[src/uart_ring_buffer_controller_defines.svh]
// Assertion macros shared by the buffered UART controller RTL.
`ifndef UART_RING_BUFFER_CONTROLLER_DEFINES_SVH
`define UART_RING_BUFFER_CONTROLLER_DEFINES_SVH

// Concurrent property on the current cycle, sampled on clk and masked in reset.
`define URBC_ASSERT(lbl, prop, msg) \
	lbl: assert property (@(posedge clk) disable iff (!arst_n) (prop)) else $error(msg);

// Property that must hold in the cycle after the trigger.
`define URBC_ASSERT_NEXT(lbl, pre, post, msg) \
	lbl: assert property (@(posedge clk) disable iff (!arst_n) (pre) |=> (post)) else $error(msg);

`endif

[src/urbc_pkg.sv]
// Types, constants and helper functions of the buffered UART controller.
`default_nettype none

package urbc_pkg;

	localparam int RX_DEPTH = 256;
	localparam int TX_DEPTH = 256;
	localparam int RX_AW = $clog2(RX_DEPTH);
	localparam int TX_AW = $clog2(TX_DEPTH);

	localparam int LEVEL_W = 9;
	localparam int BYTE_W = 8;
	localparam int FLAG_W = 5;
	localparam int ERR_W = 2;

	localparam logic [LEVEL_W-1:0] LEVEL_MAX = {LEVEL_W{1'b1}};
	localparam logic [LEVEL_W-1:0] RX_CAP_MAX =
		(RX_DEPTH > int'(LEVEL_MAX)) ? LEVEL_MAX : LEVEL_W'(RX_DEPTH);
	localparam logic [LEVEL_W-1:0] TX_CAP_MAX =
		(TX_DEPTH > int'(LEVEL_MAX)) ? LEVEL_MAX : LEVEL_W'(TX_DEPTH);

	localparam int ADDR_W = 5;
	localparam int REG_IDX_W = ADDR_W - 2;
	localparam int DATA_W = 32;

	localparam logic [REG_IDX_W-1:0] REG_RX_CAP = 3'd0;
	localparam logic [REG_IDX_W-1:0] REG_TX_CAP = 3'd1;
	localparam logic [REG_IDX_W-1:0] REG_RX_EN = 3'd2;
	localparam logic [REG_IDX_W-1:0] REG_PARITY_EN = 3'd3;
	localparam logic [REG_IDX_W-1:0] REG_ERROR_EN = 3'd4;
	localparam logic [REG_IDX_W-1:0] REG_TIMEOUT_EN = 3'd5;

	localparam logic [1:0] OP_TX_BYTE = 2'd0;
	localparam logic [1:0] OP_RX_READ = 2'd1;
	localparam logic [1:0] OP_EVENT = 2'd2;

	localparam logic [1:0] ST_OK = 2'd0;
	localparam logic [1:0] ST_TX_FULL = 2'd1;
	localparam logic [1:0] ST_NO_DATA = 2'd2;

	localparam int FLAG_PARITY = 0;
	localparam int FLAG_FRAME = 1;
	localparam int FLAG_OVERRUN = 2;
	localparam int FLAG_NOISE = 3;
	localparam int FLAG_TIMEOUT = 4;

	localparam int ERR_HW = 0;
	localparam int ERR_RX_FULL = 1;

	typedef struct packed {
		logic [1:0] op;
		logic [BYTE_W-1:0] data_byte;
		logic first_of_message;
		logic [LEVEL_W-1:0] msg_len;
		logic rx_ready;
		logic tx_empty;
		logic [FLAG_W-1:0] error_flags;
	} req_t;

	typedef struct packed {
		logic [1:0] status;
		logic [BYTE_W-1:0] rx_byte;
		logic tx_byte_valid;
		logic [BYTE_W-1:0] tx_byte;
		logic data_ready;
		logic [FLAG_W-1:0] clear_mask;
		logic [ERR_W-1:0] error_bits;
		logic tx_irq_enabled;
		logic [LEVEL_W-1:0] rx_level;
		logic [LEVEL_W-1:0] tx_level;
	} rsp_t;

	// A capacity of zero behaves as one, and one above the ring size as the ring size.
	function automatic logic [LEVEL_W-1:0] eff_cap(input logic [LEVEL_W-1:0] cap,
			input logic [LEVEL_W-1:0] cap_max);
		if (cap == '0) begin
			return LEVEL_W'(1);
		end else if (cap > cap_max) begin
			return cap_max;
		end
		return cap;
	endfunction

	// Pointer wraps to zero once the next index reaches the capacity.
	function automatic logic [LEVEL_W-1:0] ring_next(input logic [LEVEL_W-1:0] ptr,
			input logic [LEVEL_W-1:0] cap);
		logic [LEVEL_W-1:0] n;
		n = ptr + LEVEL_W'(1);
		return (n >= cap) ? '0 : n;
	endfunction

endpackage

`default_nettype wire

[src/urbc_ram.sv]
// Generic simple dual-port RAM with one write port and a registered read port.
`default_nettype none

module urbc_ram #(
	parameter int WIDTH = 8,
	parameter int DEPTH = 256
) (
	input wire logic clk,
	input wire logic we,
	input wire logic [$clog2(DEPTH)-1:0] waddr,
	input wire logic [WIDTH-1:0] wdata,
	input wire logic re,
	input wire logic [$clog2(DEPTH)-1:0] raddr,
	output logic [WIDTH-1:0] rdata
);

	logic [WIDTH-1:0] mem_q [DEPTH];

	always_ff @(posedge clk) begin
		if (we) begin
			mem_q[waddr] <= wdata;
		end
		if (re) begin
			rdata <= mem_q[raddr];
		end
	end

endmodule

`default_nettype wire

[src/uart_ring_buffer_controller.sv]
// Buffered UART controller top level: transmit and receive rings with an APB register port.
// Words arrive on req (req_valid, req_stall) and each produces one word on rsp
// (rsp_valid, rsp_stall); a word moves at a rising edge with valid high and stall low.
// A req word is an op: push a transmit message byte, pop the receive ring, or apply a
// UART event (store a received byte, drain a transmit byte, or report error flags).
// The accepting edge updates the pointers and issues the ring memory access; the
// response register is loaded with the read data once it is free to take the word.
// Throughput is one word per cycle while rsp_stall is low; each word makes at most
// one access to each ring memory, which has one write and one registered read port.
// When rsp_stall is high the response register holds its word, one more word waits
// in the memory stage, and req_stall then rises until the response is taken.
// Reset empties both rings, sets both capacities to 256, enables reception
// and clears the sticky errors; the ring memories are not cleared and no
// clearing pass is needed, since an entry is only read after it was written.
// Registers are written over APB at byte address 4*i, by the user only while the block is
// idle, a rule left to the user; pready is always high and reads return the register value.
`default_nettype none
`include "uart_ring_buffer_controller_defines.svh"

module uart_ring_buffer_controller (
	input wire logic clk,
	input wire logic arst_n,
	input wire logic req_valid,
	output logic req_stall,
	input wire urbc_pkg::req_t req,
	output logic rsp_valid,
	input wire logic rsp_stall,
	output urbc_pkg::rsp_t rsp,
	input wire logic psel,
	input wire logic penable,
	input wire logic pwrite,
	input wire logic [urbc_pkg::ADDR_W-1:0] paddr,
	input wire logic [urbc_pkg::DATA_W-1:0] pwdata,
	output logic [urbc_pkg::DATA_W-1:0] prdata,
	output logic pready
);

	logic [urbc_pkg::LEVEL_W-1:0] rx_cap_q, tx_cap_q;
	logic rx_en_q, parity_en_q, error_en_q, timeout_en_q;

	logic [urbc_pkg::RX_AW-1:0] rx_head_q, rx_tail_q;
	logic [urbc_pkg::TX_AW-1:0] tx_head_q, tx_tail_q;
	logic [urbc_pkg::LEVEL_W-1:0] rx_count_q, tx_count_q;
	logic [urbc_pkg::ERR_W-1:0] err_q;
	logic tx_irq_q, msg_acc_q;

	logic s1_valid_s1, rd_rx_s1, drain_s1, ready_s1;
	logic [1:0] status_s1;
	logic [urbc_pkg::FLAG_W-1:0] clear_s1;

	logic rsp_valid_q;
	urbc_pkg::rsp_t rsp_q;

	logic accept, load, cfg_wr;
	logic [urbc_pkg::REG_IDX_W-1:0] reg_idx;
	logic [urbc_pkg::LEVEL_W-1:0] rcap, tcap;
	logic msg_fits, tx_push, rx_pop, rx_take, rx_push, rx_ovf, drain, irq_off, hw_err, ready;
	logic [1:0] status;
	logic [urbc_pkg::FLAG_W-1:0] clear;
	logic [urbc_pkg::FLAG_W-1:0] flags;
	logic [urbc_pkg::LEVEL_W-1:0] rx_head_nx, rx_tail_nx, tx_head_nx, tx_tail_nx;
	logic [urbc_pkg::BYTE_W-1:0] rx_rdata, tx_rdata;

	assign pready = 1'b1;
	assign cfg_wr = psel && penable && pwrite;
	assign reg_idx = paddr[urbc_pkg::ADDR_W-1:2];

	always_ff @(posedge clk or negedge arst_n) begin
		if (!arst_n) begin
			rx_cap_q <= urbc_pkg::LEVEL_W'(256);
			tx_cap_q <= urbc_pkg::LEVEL_W'(256);
			rx_en_q <= 1'b1;
			parity_en_q <= 1'b0;
			error_en_q <= 1'b0;
			timeout_en_q <= 1'b0;
		end else if (cfg_wr) begin
			case (reg_idx)
				urbc_pkg::REG_RX_CAP: rx_cap_q <= pwdata[urbc_pkg::LEVEL_W-1:0];
				urbc_pkg::REG_TX_CAP: tx_cap_q <= pwdata[urbc_pkg::LEVEL_W-1:0];
				urbc_pkg::REG_RX_EN: rx_en_q <= pwdata[0];
				urbc_pkg::REG_PARITY_EN: parity_en_q <= pwdata[0];
				urbc_pkg::REG_ERROR_EN: error_en_q <= pwdata[0];
				urbc_pkg::REG_TIMEOUT_EN: timeout_en_q <= pwdata[0];
				default: ;
			endcase
		end
	end

	always_comb begin
		prdata = '0;
		case (reg_idx)
			urbc_pkg::REG_RX_CAP: prdata = urbc_pkg::DATA_W'(rx_cap_q);
			urbc_pkg::REG_TX_CAP: prdata = urbc_pkg::DATA_W'(tx_cap_q);
			urbc_pkg::REG_RX_EN: prdata = urbc_pkg::DATA_W'(rx_en_q);
			urbc_pkg::REG_PARITY_EN: prdata = urbc_pkg::DATA_W'(parity_en_q);
			urbc_pkg::REG_ERROR_EN: prdata = urbc_pkg::DATA_W'(error_en_q);
			urbc_pkg::REG_TIMEOUT_EN: prdata = urbc_pkg::DATA_W'(timeout_en_q);
			default: prdata = '0;
		endcase
	end

	assign load = s1_valid_s1 && (!rsp_valid_q || !rsp_stall);
	assign req_stall = s1_valid_s1 && !load;
	assign accept = req_valid && !req_stall;

	assign rcap = urbc_pkg::eff_cap(rx_cap_q, urbc_pkg::RX_CAP_MAX);
	assign tcap = urbc_pkg::eff_cap(tx_cap_q, urbc_pkg::TX_CAP_MAX);
	assign flags = req.error_flags;
	assign msg_fits = ({1'b0, tx_count_q} + {1'b0, req.msg_len}) <= {1'b0, tcap};

	always_comb begin
		tx_push = 1'b0;
		rx_pop = 1'b0;
		rx_take = 1'b0;
		rx_push = 1'b0;
		rx_ovf = 1'b0;
		drain = 1'b0;
		irq_off = 1'b0;
		hw_err = 1'b0;
		ready = 1'b0;
		status = urbc_pkg::ST_OK;
		clear = '0;
		case (req.op)
			urbc_pkg::OP_TX_BYTE: begin
				tx_push = (req.first_of_message ? msg_fits : msg_acc_q) && (tx_count_q < tcap);
				status = tx_push ? urbc_pkg::ST_OK : urbc_pkg::ST_TX_FULL;
			end
			urbc_pkg::OP_RX_READ: begin
				rx_pop = rx_count_q != '0;
				status = rx_pop ? urbc_pkg::ST_OK : urbc_pkg::ST_NO_DATA;
			end
			urbc_pkg::OP_EVENT: begin
				if (flags == '0) begin
					rx_take = req.rx_ready && rx_en_q;
					rx_push = rx_take && (rx_count_q < rcap);
					rx_ovf = rx_take && !rx_push;
					ready = rx_take && (rx_push || (rx_count_q != '0));
					drain = req.tx_empty && tx_irq_q && (tx_count_q != '0);
					irq_off = req.tx_empty && tx_irq_q && (tx_count_q == '0);
				end else begin
					hw_err = 1'b1;
					clear[urbc_pkg::FLAG_PARITY] = flags[urbc_pkg::FLAG_PARITY] && parity_en_q;
					clear[urbc_pkg::FLAG_FRAME] = flags[urbc_pkg::FLAG_FRAME];
					clear[urbc_pkg::FLAG_OVERRUN] = flags[urbc_pkg::FLAG_OVERRUN]
						&& (rx_en_q || error_en_q);
					clear[urbc_pkg::FLAG_NOISE] = flags[urbc_pkg::FLAG_NOISE] && error_en_q;
					clear[urbc_pkg::FLAG_TIMEOUT] = flags[urbc_pkg::FLAG_TIMEOUT] && timeout_en_q;
				end
			end
			default: ;
		endcase
	end

	assign rx_head_nx = urbc_pkg::ring_next(urbc_pkg::LEVEL_W'(rx_head_q), rcap);
	assign rx_tail_nx = urbc_pkg::ring_next(urbc_pkg::LEVEL_W'(rx_tail_q), rcap);
	assign tx_head_nx = urbc_pkg::ring_next(urbc_pkg::LEVEL_W'(tx_head_q), tcap);
	assign tx_tail_nx = urbc_pkg::ring_next(urbc_pkg::LEVEL_W'(tx_tail_q), tcap);

	always_ff @(posedge clk or negedge arst_n) begin
		if (!arst_n) begin
			rx_head_q <= '0;
			rx_tail_q <= '0;
			rx_count_q <= '0;
			tx_head_q <= '0;
			tx_tail_q <= '0;
			tx_count_q <= '0;
			err_q <= '0;
			tx_irq_q <= 1'b0;
			msg_acc_q <= 1'b0;
		end else if (accept) begin
			if (req.op == urbc_pkg::OP_TX_BYTE && req.first_of_message) begin
				msg_acc_q <= msg_fits;
			end
			if (tx_push) begin
				tx_tail_q <= tx_tail_nx[urbc_pkg::TX_AW-1:0];
				tx_count_q <= tx_count_q + urbc_pkg::LEVEL_W'(1);
				tx_irq_q <= 1'b1;
			end else if (drain) begin
				tx_head_q <= tx_head_nx[urbc_pkg::TX_AW-1:0];
				tx_count_q <= tx_count_q - urbc_pkg::LEVEL_W'(1);
			end else if (irq_off) begin
				tx_irq_q <= 1'b0;
			end
			if (rx_push) begin
				rx_tail_q <= rx_tail_nx[urbc_pkg::RX_AW-1:0];
				rx_count_q <= rx_count_q + urbc_pkg::LEVEL_W'(1);
			end else if (rx_pop) begin
				rx_head_q <= rx_head_nx[urbc_pkg::RX_AW-1:0];
				rx_count_q <= rx_count_q - urbc_pkg::LEVEL_W'(1);
			end
			if (hw_err) begin
				err_q[urbc_pkg::ERR_HW] <= 1'b1;
			end
			if (rx_ovf) begin
				err_q[urbc_pkg::ERR_RX_FULL] <= 1'b1;
			end
		end
	end

	urbc_ram #(
		.WIDTH(urbc_pkg::BYTE_W),
		.DEPTH(urbc_pkg::RX_DEPTH)
	) u_rx_ram (
		.clk(clk),
		.we(accept && rx_push),
		.waddr(rx_tail_q),
		.wdata(req.data_byte),
		.re(accept && rx_pop),
		.raddr(rx_head_q),
		.rdata(rx_rdata)
	);

	urbc_ram #(
		.WIDTH(urbc_pkg::BYTE_W),
		.DEPTH(urbc_pkg::TX_DEPTH)
	) u_tx_ram (
		.clk(clk),
		.we(accept && tx_push),
		.waddr(tx_tail_q),
		.wdata(req.data_byte),
		.re(accept && drain),
		.raddr(tx_head_q),
		.rdata(tx_rdata)
	);

	always_ff @(posedge clk or negedge arst_n) begin
		if (!arst_n) begin
			s1_valid_s1 <= 1'b0;
		end else begin
			s1_valid_s1 <= accept || (s1_valid_s1 && !load);
		end
	end

	always_ff @(posedge clk) begin
		if (accept) begin
			status_s1 <= status;
			rd_rx_s1 <= rx_pop;
			drain_s1 <= drain;
			ready_s1 <= ready;
			clear_s1 <= clear;
		end
	end

	always_ff @(posedge clk or negedge arst_n) begin
		if (!arst_n) begin
			rsp_valid_q <= 1'b0;
		end else if (load) begin
			rsp_valid_q <= 1'b1;
		end else if (!rsp_stall) begin
			rsp_valid_q <= 1'b0;
		end
	end

	// The ring state registers already hold the values left by the word in the memory stage.
	always_ff @(posedge clk) begin
		if (load) begin
			rsp_q.status <= status_s1;
			rsp_q.rx_byte <= rd_rx_s1 ? rx_rdata : '0;
			rsp_q.tx_byte_valid <= drain_s1;
			rsp_q.tx_byte <= drain_s1 ? tx_rdata : '0;
			rsp_q.data_ready <= ready_s1;
			rsp_q.clear_mask <= clear_s1;
			rsp_q.error_bits <= err_q;
			rsp_q.tx_irq_enabled <= tx_irq_q;
			rsp_q.rx_level <= rx_count_q;
			rsp_q.tx_level <= tx_count_q;
		end
	end

	assign rsp_valid = rsp_valid_q;
	assign rsp = rsp_q;

	`URBC_ASSERT(a_rx_count_max, rx_count_q <= urbc_pkg::RX_CAP_MAX, "receive level above ring size")
	`URBC_ASSERT(a_tx_irq_with_data, (tx_count_q == '0) || tx_irq_q, "transmit data held with interrupt off")
	`URBC_ASSERT_NEXT(a_state_on_accept, !accept, $stable(rx_count_q) && $stable(tx_count_q), "ring level changed without a word")
	`URBC_ASSERT_NEXT(a_s1_held, s1_valid_s1 && rsp_valid_q && rsp_stall, s1_valid_s1, "word in memory stage lost under stall")

endmodule

`default_nettype wire
[config.mk]
export PLATFORM = sky130hd
export DESIGN_NAME = uart_ring_buffer_controller
export DESIGN_NICKNAME = d
export VERILOG_FILES = /design/src/urbc_pkg.sv /design/src/urbc_ram.sv /design/src/uart_ring_buffer_controller.sv
export VERILOG_INCLUDE_DIRS = /design/src /design/src/src
export SDC_FILE = /design/constraint.sdc
export NUM_CORES = 2
export LEC_CHECK = 0
export BUFFER_PORTS_ARGS = -buffer_cell sky130_fd_sc_hd__buf_2
export CORE_ASPECT_RATIO = 1.25
export CORE_MARGIN = 4
export CORE_UTILIZATION = 44
export CTS_CLUSTER_DIAMETER = 200
export DETAILED_ROUTE_END_ITERATION = 10
export PLACE_DENSITY = 0.6
export SLEW_MARGIN = 20
export SYNTH_ARGS = -nofsm -noshare
export SYNTH_HDL_FRONTEND = slang
export SYNTH_SLANG_ARGS = --single-unit
[constraint.sdc]
create_clock -name clk -period 5.9 [get_ports clk]
set_clock_uncertainty 0.1 [all_clocks]
set_input_delay 0.59 -clock clk [delete_from_list [all_inputs] [get_ports clk]]
set_output_delay 0.59 -clock clk [all_outputs]
set_load 0.02 [all_outputs]
# [After elaboration in Yosys (flattened, before gate mapping)]
# Memories as Yosys holds them, arrays and structs flattened. A register that Yosys moved wholly into a read port is not among the register bits.
# Cells that the tools add are included.
[totals] memories=2 in_bits=71 output_inout_bits=81 ramBits=4096 elab_cells=169 reg_bits=134
[memory_table] memory="u_rx_ram.mem_q" words=256 word_bits=8 read_ports=1 rd_clocked_by_memory_dff=1 wr=1 line="urbc_ram.sv:17" text="logic [WIDTH-1:0] mem_q [DEPTH];"
[memory_table] memory="u_tx_ram.mem_q" words=256 word_bits=8 read_ports=1 rd_clocked_by_memory_dff=1 wr=1 line="urbc_ram.sv:17"
[classes] n_addsub=9 bitwise_logic=3 order_cmp=9 n_eq_ne=9 reduce_logical=60 n_mux=44
[op_table] op="$mux 9" n=10
[op_table] op="$pmux 9 s6" n=1
[op_table] op="$add 8x1->9 const B" n=4
[op_table] op="$ge 9x9->1" n=4
[op_table] op="$mux 8" n=4
[op_table] op="$reduce_and 2->1" n=14
[op_table] op="$logic_not 9->1" n=3
[op_table] op="$mux 1" n=27
[op_table] op="$logic_and 1x1->1" n=22
[op_table] op="$add 9x1->9 const B" n=2
[op_table] op="$gt 9x9->1 const B" n=2
[op_table] op="$lt 9x9->1" n=2
[op_table] op="$reduce_bool 9->1" n=2
[op_table] op="$sub 9x1->9 const B" n=2
[op_table] op="$add 9x9->10" n=1
[op_table] op="$le 10x9->1" n=1
[op_table] op="$reduce_and 3->1" n=3
[op_table] op="$eq 3x2->1 const B" n=2
[op_table] op="$eq 3x3->1 const B" n=2
[op_table] op="$reduce_bool 2->1" n=3
[op_table] op="$logic_not 1->1" n=5
[op_table] op="$logic_not 5->1" n=1
[op_table] op="$logic_or 1x1->1" n=4
[op_table] op="$pmux 2 s2" n=1
[op_table] op="10 further kinds" n=12

# [Depth between registers and ports, before layout]
[logic_depth] word_depth=11 mapped_depth=25

# [Modules after synthesis]
# From an unflattened synthesis, not the netlist that was laid out.
[hier_totals] hier_cells=8259 area_unflattened_um2=167520.7
[modules_own_cells] mod="urbc_ram" instances=2 seq_area_each_um2=61739.2 area_each_um2=79636.4 cells_each=3733
[modules_own_cells] mod="uart_ring_buffer_controller" instances=1 seq_area_each_um2=3637.2 area_each_um2=8247.9 cells_each=793

# [Worst setup path after synthesis]
# No wires, ideal clock.
[synth_timing] path_type="input to register" start="input port req[8] (netlist bit)" end="register tx_count_q[8] (netlist bit)" arrival_time_ps=5268 cell_stages=24 path_slack_ps=399 t_required_ps=5667 cell_sequence="ha_1 > a211oi_1 > nor2_1 > o21a_1 > o21ai_0 > nand2b_1 > a21oi_1 > xnor2_1 > ha_1 > a22o_1 > nor4_1 > a32o_1 > o2111ai_1 > a2111oi_2 > buf_2 > nand2_1 > fa_1 > a21o_1 > a21oi_1 > o21bai_1 > a2111oi_0 > nor2_1 > nand4b_1 > o211ai_1"
[synth_between] elab_chain_cells=7
[synth_lines] item="start: declaration" line="uart_ring_buffer_controller.sv:25" text="input wire urbc_pkg::req_t req,"
[synth_lines] item="$add 9x9->10 (*)" line="uart_ring_buffer_controller.sv:109" text="assign msg_fits = ({1'b0, tx_count_q} + {1'b0, req.msg_len}) <= {1'b0, tcap};"
[synth_lines] item="$le 10x9->1 (*)" line="uart_ring_buffer_controller.sv:109"
[synth_lines] item="$mux 1 (*)" line="uart_ring_buffer_controller.sv:125" text="tx_push = (req.first_of_message ? msg_fits : msg_acc_q) && (tx_count_q < tcap);"
[synth_lines] item="$logic_and 1x1->1 (*)" line="uart_ring_buffer_controller.sv:125"
[synth_lines] item="$mux 1 (*)" line="uart_ring_buffer_controller.sv:123" text="case (req.op)"
[synth_lines] item="$reduce_bool 2->1 (no source line)"
[synth_lines] item="$reduce_and 2->1 (no source line)"
[synth_lines] item="end signal: assignment" line="uart_ring_buffer_controller.sv:176" text="tx_count_q <= tx_count_q + urbc_pkg::LEVEL_W'(1);"
[synth_lines] item="end signal: assignment" line="uart_ring_buffer_controller.sv:180" text="tx_count_q <= tx_count_q - urbc_pkg::LEVEL_W'(1);"
[synth_lines] item="end: declaration" line="uart_ring_buffer_controller.sv:43" text="logic [urbc_pkg::LEVEL_W-1:0] rx_count_q, tx_count_q;"
# Every way passes the cells marked *; elsewhere a longest branch is shown, timed or not.
# A chain may end at the register's enable or synchronous reset.

# [Final worst setup path]
[layout_timing] start="register rx_cap_q[0] (netlist bit)" end="memory u_rx_ram.mem_q[113][0] (enable)"
[layout_between] elab_chain_cells=11
[layout_lines] item="start: declaration" line="uart_ring_buffer_controller.sv:38" text="logic [urbc_pkg::LEVEL_W-1:0] rx_cap_q, tx_cap_q;"
[layout_lines] item="start signal: assignment" line="uart_ring_buffer_controller.sv:70" text="rx_cap_q <= urbc_pkg::LEVEL_W'(256);"
[layout_lines] item="start signal: assignment" line="uart_ring_buffer_controller.sv:78" text="urbc_pkg::REG_RX_CAP: rx_cap_q <= pwdata[urbc_pkg::LEVEL_W-1:0];"
[layout_lines] item="$gt 9x9->1" line="urbc_pkg.sv:78" text="end else if (cap > cap_max) begin"
[layout_lines] item="$mux 1" line="urbc_pkg.sv:78"
[layout_lines] item="$mux 1" line="urbc_pkg.sv:76" text="if (cap == '0) begin"
[layout_lines] item="$mux 9 (*)" line="urbc_pkg.sv:81" text="return cap;"
[layout_lines] item="$lt 9x9->1 (*)" line="uart_ring_buffer_controller.sv:135" text="rx_push = rx_take && (rx_count_q < rcap);"
[layout_lines] item="$logic_and 1x1->1 (*)" line="uart_ring_buffer_controller.sv:135"
[layout_lines] item="$mux 1 (*)" line="uart_ring_buffer_controller.sv:133" text="if (flags == '0) begin"
[layout_lines] item="$mux 1 (*)" line="uart_ring_buffer_controller.sv:123"
[layout_lines] item="$logic_and 1x1->1 (*)" line="uart_ring_buffer_controller.sv:205" text=".we(accept && rx_push),"
[layout_lines] item="$mux 1 (*)" line="urbc_ram.sv:20" text="if (we) begin"
[layout_lines] item="$mux 1 (implied by the code) (*)" line="urbc_ram.sv:21" text="mem_q[waddr] <= wdata;"
[layout_lines] item="end: declaration" line="urbc_ram.sv:17"
# Marks and branches as above.

==> results.toml <==
[final_layout]
finish.cell_count_without_fillers = 14100
multi_input_comb_area_sq_um = 37900
design_area_final_sq_um = 191000
num-fill-cells = 30000
final_core_util_pct = 50.3
seqCellArea_sq_um = 127000
area_growth_syn_to_layout_pct = 13.9
share_of_layout_cells_above_drive_strength_1_pct = 25.6
final_nets = 8943

[floorplan]
top_level_ports = 152
core_area_sq_um = 380000
fp-row-count = 253
die_width_um = 560
fp.dieH_um = 698
initial_utilization_pct = 44.1
floorplan.die_area_sq_um = 391000

[timing]
setup_viol_count_final = 0
rsz0062_at_grt = "yes"
timing.final.crit_period_ns = 5.61
fmaxAchievable_mhz = 178
worst_slew_pin_slew_ns = 1.13
period_share_pct = 95.0
max-slew-margin-rel_pct = 24.4
slew_violations = 0
finalHoldViolations = 0

[synthesis]
count_of_flip_flops_with_a_built_in_enable_after_synthesis = 4168
synth_common_cells = "edfxtp_1, mux4_2, nor2_1"
ffs_w_async_s_r_synth_pct = 1.84
post-synth-top-area-cell = "edfxtp_1"
cells_after_synthesis = 8111
synth_top_area_share_pct = 74.8
postSynth.topFlopCell = "edfxtp_1"
netlist_area_sq_um = 167000
count_of_different_cell_masters_after_synthesis = 75
yosysWarnings = 0
ys_top_cells_by_area = "edfxtp_1, mux4_2, mux2i_1"
synth.most_common_cell = "edfxtp_1"
post_synthesis_sequential_area_ratio_pct = 75.9
post_synth.cell_area_avg_sq_um = 20.6
postSynthRegisterBits = 4246

[drt]
wirelength_um = 429000
drt_iter0_markers = 8399
drcViolationCount = 0
routed-via-count = 83300
ant_nets = 0
drt-pass1-iter-count = 6
detail_route.wl_per_cell_um = 30.4
avgViaCountPerCell = 5.91

[clock_network]
clkSlewWorstSetupHoldPaths_ns = 0.06
worstSkewPairLatency_ns = 0.97
cts_inserted_buffers = 413
cts_max_path_buffers = 4
postCtsSetupRepairBufs = 0
h-tree-depth = 5
numClockSinks = 4246
clockRootBuffer = "clkbuf_16"
tritoncts = "built"

[global_route]
first_global_vias = 85800
grt_pass1_wl_um = 620000
grt_antenna_before_repair = 11
grt_remaining_overflow = 0
grt_use_total_pct = 21.6
grt_max_degree = 170

[place]
gp_congestion = 0.865
port_buffers = 102
place.detailed.hpwl_um = 267000
placed_inst_area_sq_um = 177000
dpl.cell_count = 13300

[setup_path]
worst-setup-path-type = "flop to flop"
critical_path.endpoint_type = "flop"
wp_data_arrival_ns = 6.08
crit_fanout = 11
r2r_worst_path_depth = 12
cp_data_required_time_ns = 6.38
setup.worst_path.start_class = "flop"

[hold_path]
hold_path.class = "input pin to flop"
worstHoldPathCells = 1

[power]
leakagePower_nw = 58.8
post-layout-total-power_mw = 70.9
largest_vdd_supply_drop_mv = 0.311
power.density_nw_per_um2 = 371

[run_status]
status = "finished, final reports clean"

[job]
drv.max_cap_violation_count = 0
[report_power, final]
part	internal (mW)	leakage [nW]	switching [mW]	total, mW
registers	33.3	38.5	0.453	33.8
clock network	14.4	6.39	11.4	25.7
logic	5.31	14.0	6.01	11.3
[state kept, by name, indices dropped and copies added, names as in the netlist, 8 cells and up]
register        cells
u_rx_ram.rdata      8
rsp                46
u_tx_ram.mem_q   2048
u_rx_ram.mem_q   2048
tx_head_q           8
tx_tail_q           8
rx_cap_q            9
rx_tail_q           8
tx_cap_q            9
rx_head_q           8
tx_count_q          9
u_tx_ram.rdata      8
rx_count_q          9
[what timing repair did]
action | CTS | global route
setup endpoints to repair | 0 | 34
gates resized for setup | 0 | 1
endpoints found under the hold margin | 130 | 76
hold buffers | 36 | 2
[layer usage]
layer	vias up	global-route usage (%)	wire length, um
li1	35000	-	-
met1	44400	27.8	164000
met2	3129	37.5	222000
met3	737	2.95	25300
met4	2	7.93	18300
met5	-	0	12
[worst paths after layout]
kind                        startpoint                     end  slack, ns
max                        rx_cap_q[0]  u_rx_ram.mem_q[113][0]       0.29
min                            req[17]  u_tx_ram.mem_q[163][0]       0.06
max reg2reg                rx_cap_q[0]  u_rx_ram.mem_q[113][0]       0.29
min reg2reg                clear_s1[4]                 rsp[25]       0.32
max in group asynchronous       arst_n            tx_head_q[0]       4.10
min in group asynchronous       arst_n            rx_tail_q[3]       0.52
[area by class of cell]
class | count | share of cell area (%)
clock inverters | 262 | 1.27
multi-input cells | 3362 | 19.9
clock buffers | 501 | 5.61
diodes | 9 | 0.0118
flip-flops and latches | 4246 | 66.7
repair buffers | 705 | 3.20
inverters | 45 | 0.0918
well taps | 4972 | 3.26
[logic make-up after synthesis]
group	synth area share, %
flops	75.9
mux	15.8
simple gates	3.17
compound gates	2.62
buf+inv	1.51
fa+ha+maj	0.753
xor+xnor	0.204
other cells	0.00449
[worst max-delay path, cell delays in order (launching register included)]
cell and delay [ns]:
dfrtp_1 0.42, or4_1 0.52, nor2_1 0.10, ha_1 0.28, nand2_1 0.25, ha_1 0.26
a2111oi_1 0.42, and2_1 0.20, a311o_1 0.33, nor4b_2 0.56, nand2_2 0.70, buf_4 0.45
nor2_1 0.63
[layout by cell type, fill, tap and decap left out, drive strengths merged, types with 124 or more instances in the layout]
| cell type | synthesis | layout |
|---|---|---|
| mux2i | 354 | 354 |
| nor3 | 124 | 124 |
| clkinv | 4 | 193 |
| mux4 | 997 | 997 |
| edfxtp | 4168 | 4168 |
| clkbuf | 214 | 501 |
| buf | 266 | 668 |
| o22ai | 130 | 130 |
| nor2 | 549 | 549 |
| nand2 | 198 | 198 |
[stage by stage]
stage	worst slack [ns]	setup TNS (ns)	hold slack [ns]
6_report	0.294	0	0.0628
5_1_grt	-0.0655	-1.00	0.0328
4_1_cts	0.106	0	0.00257
3_5_place_dp	0.155	0	0.309
3_3_place_gp	-0.180	-0.180	0.302
2_1_floorplan	0.399	0	0.194
(Power assumes the default switching activity.)
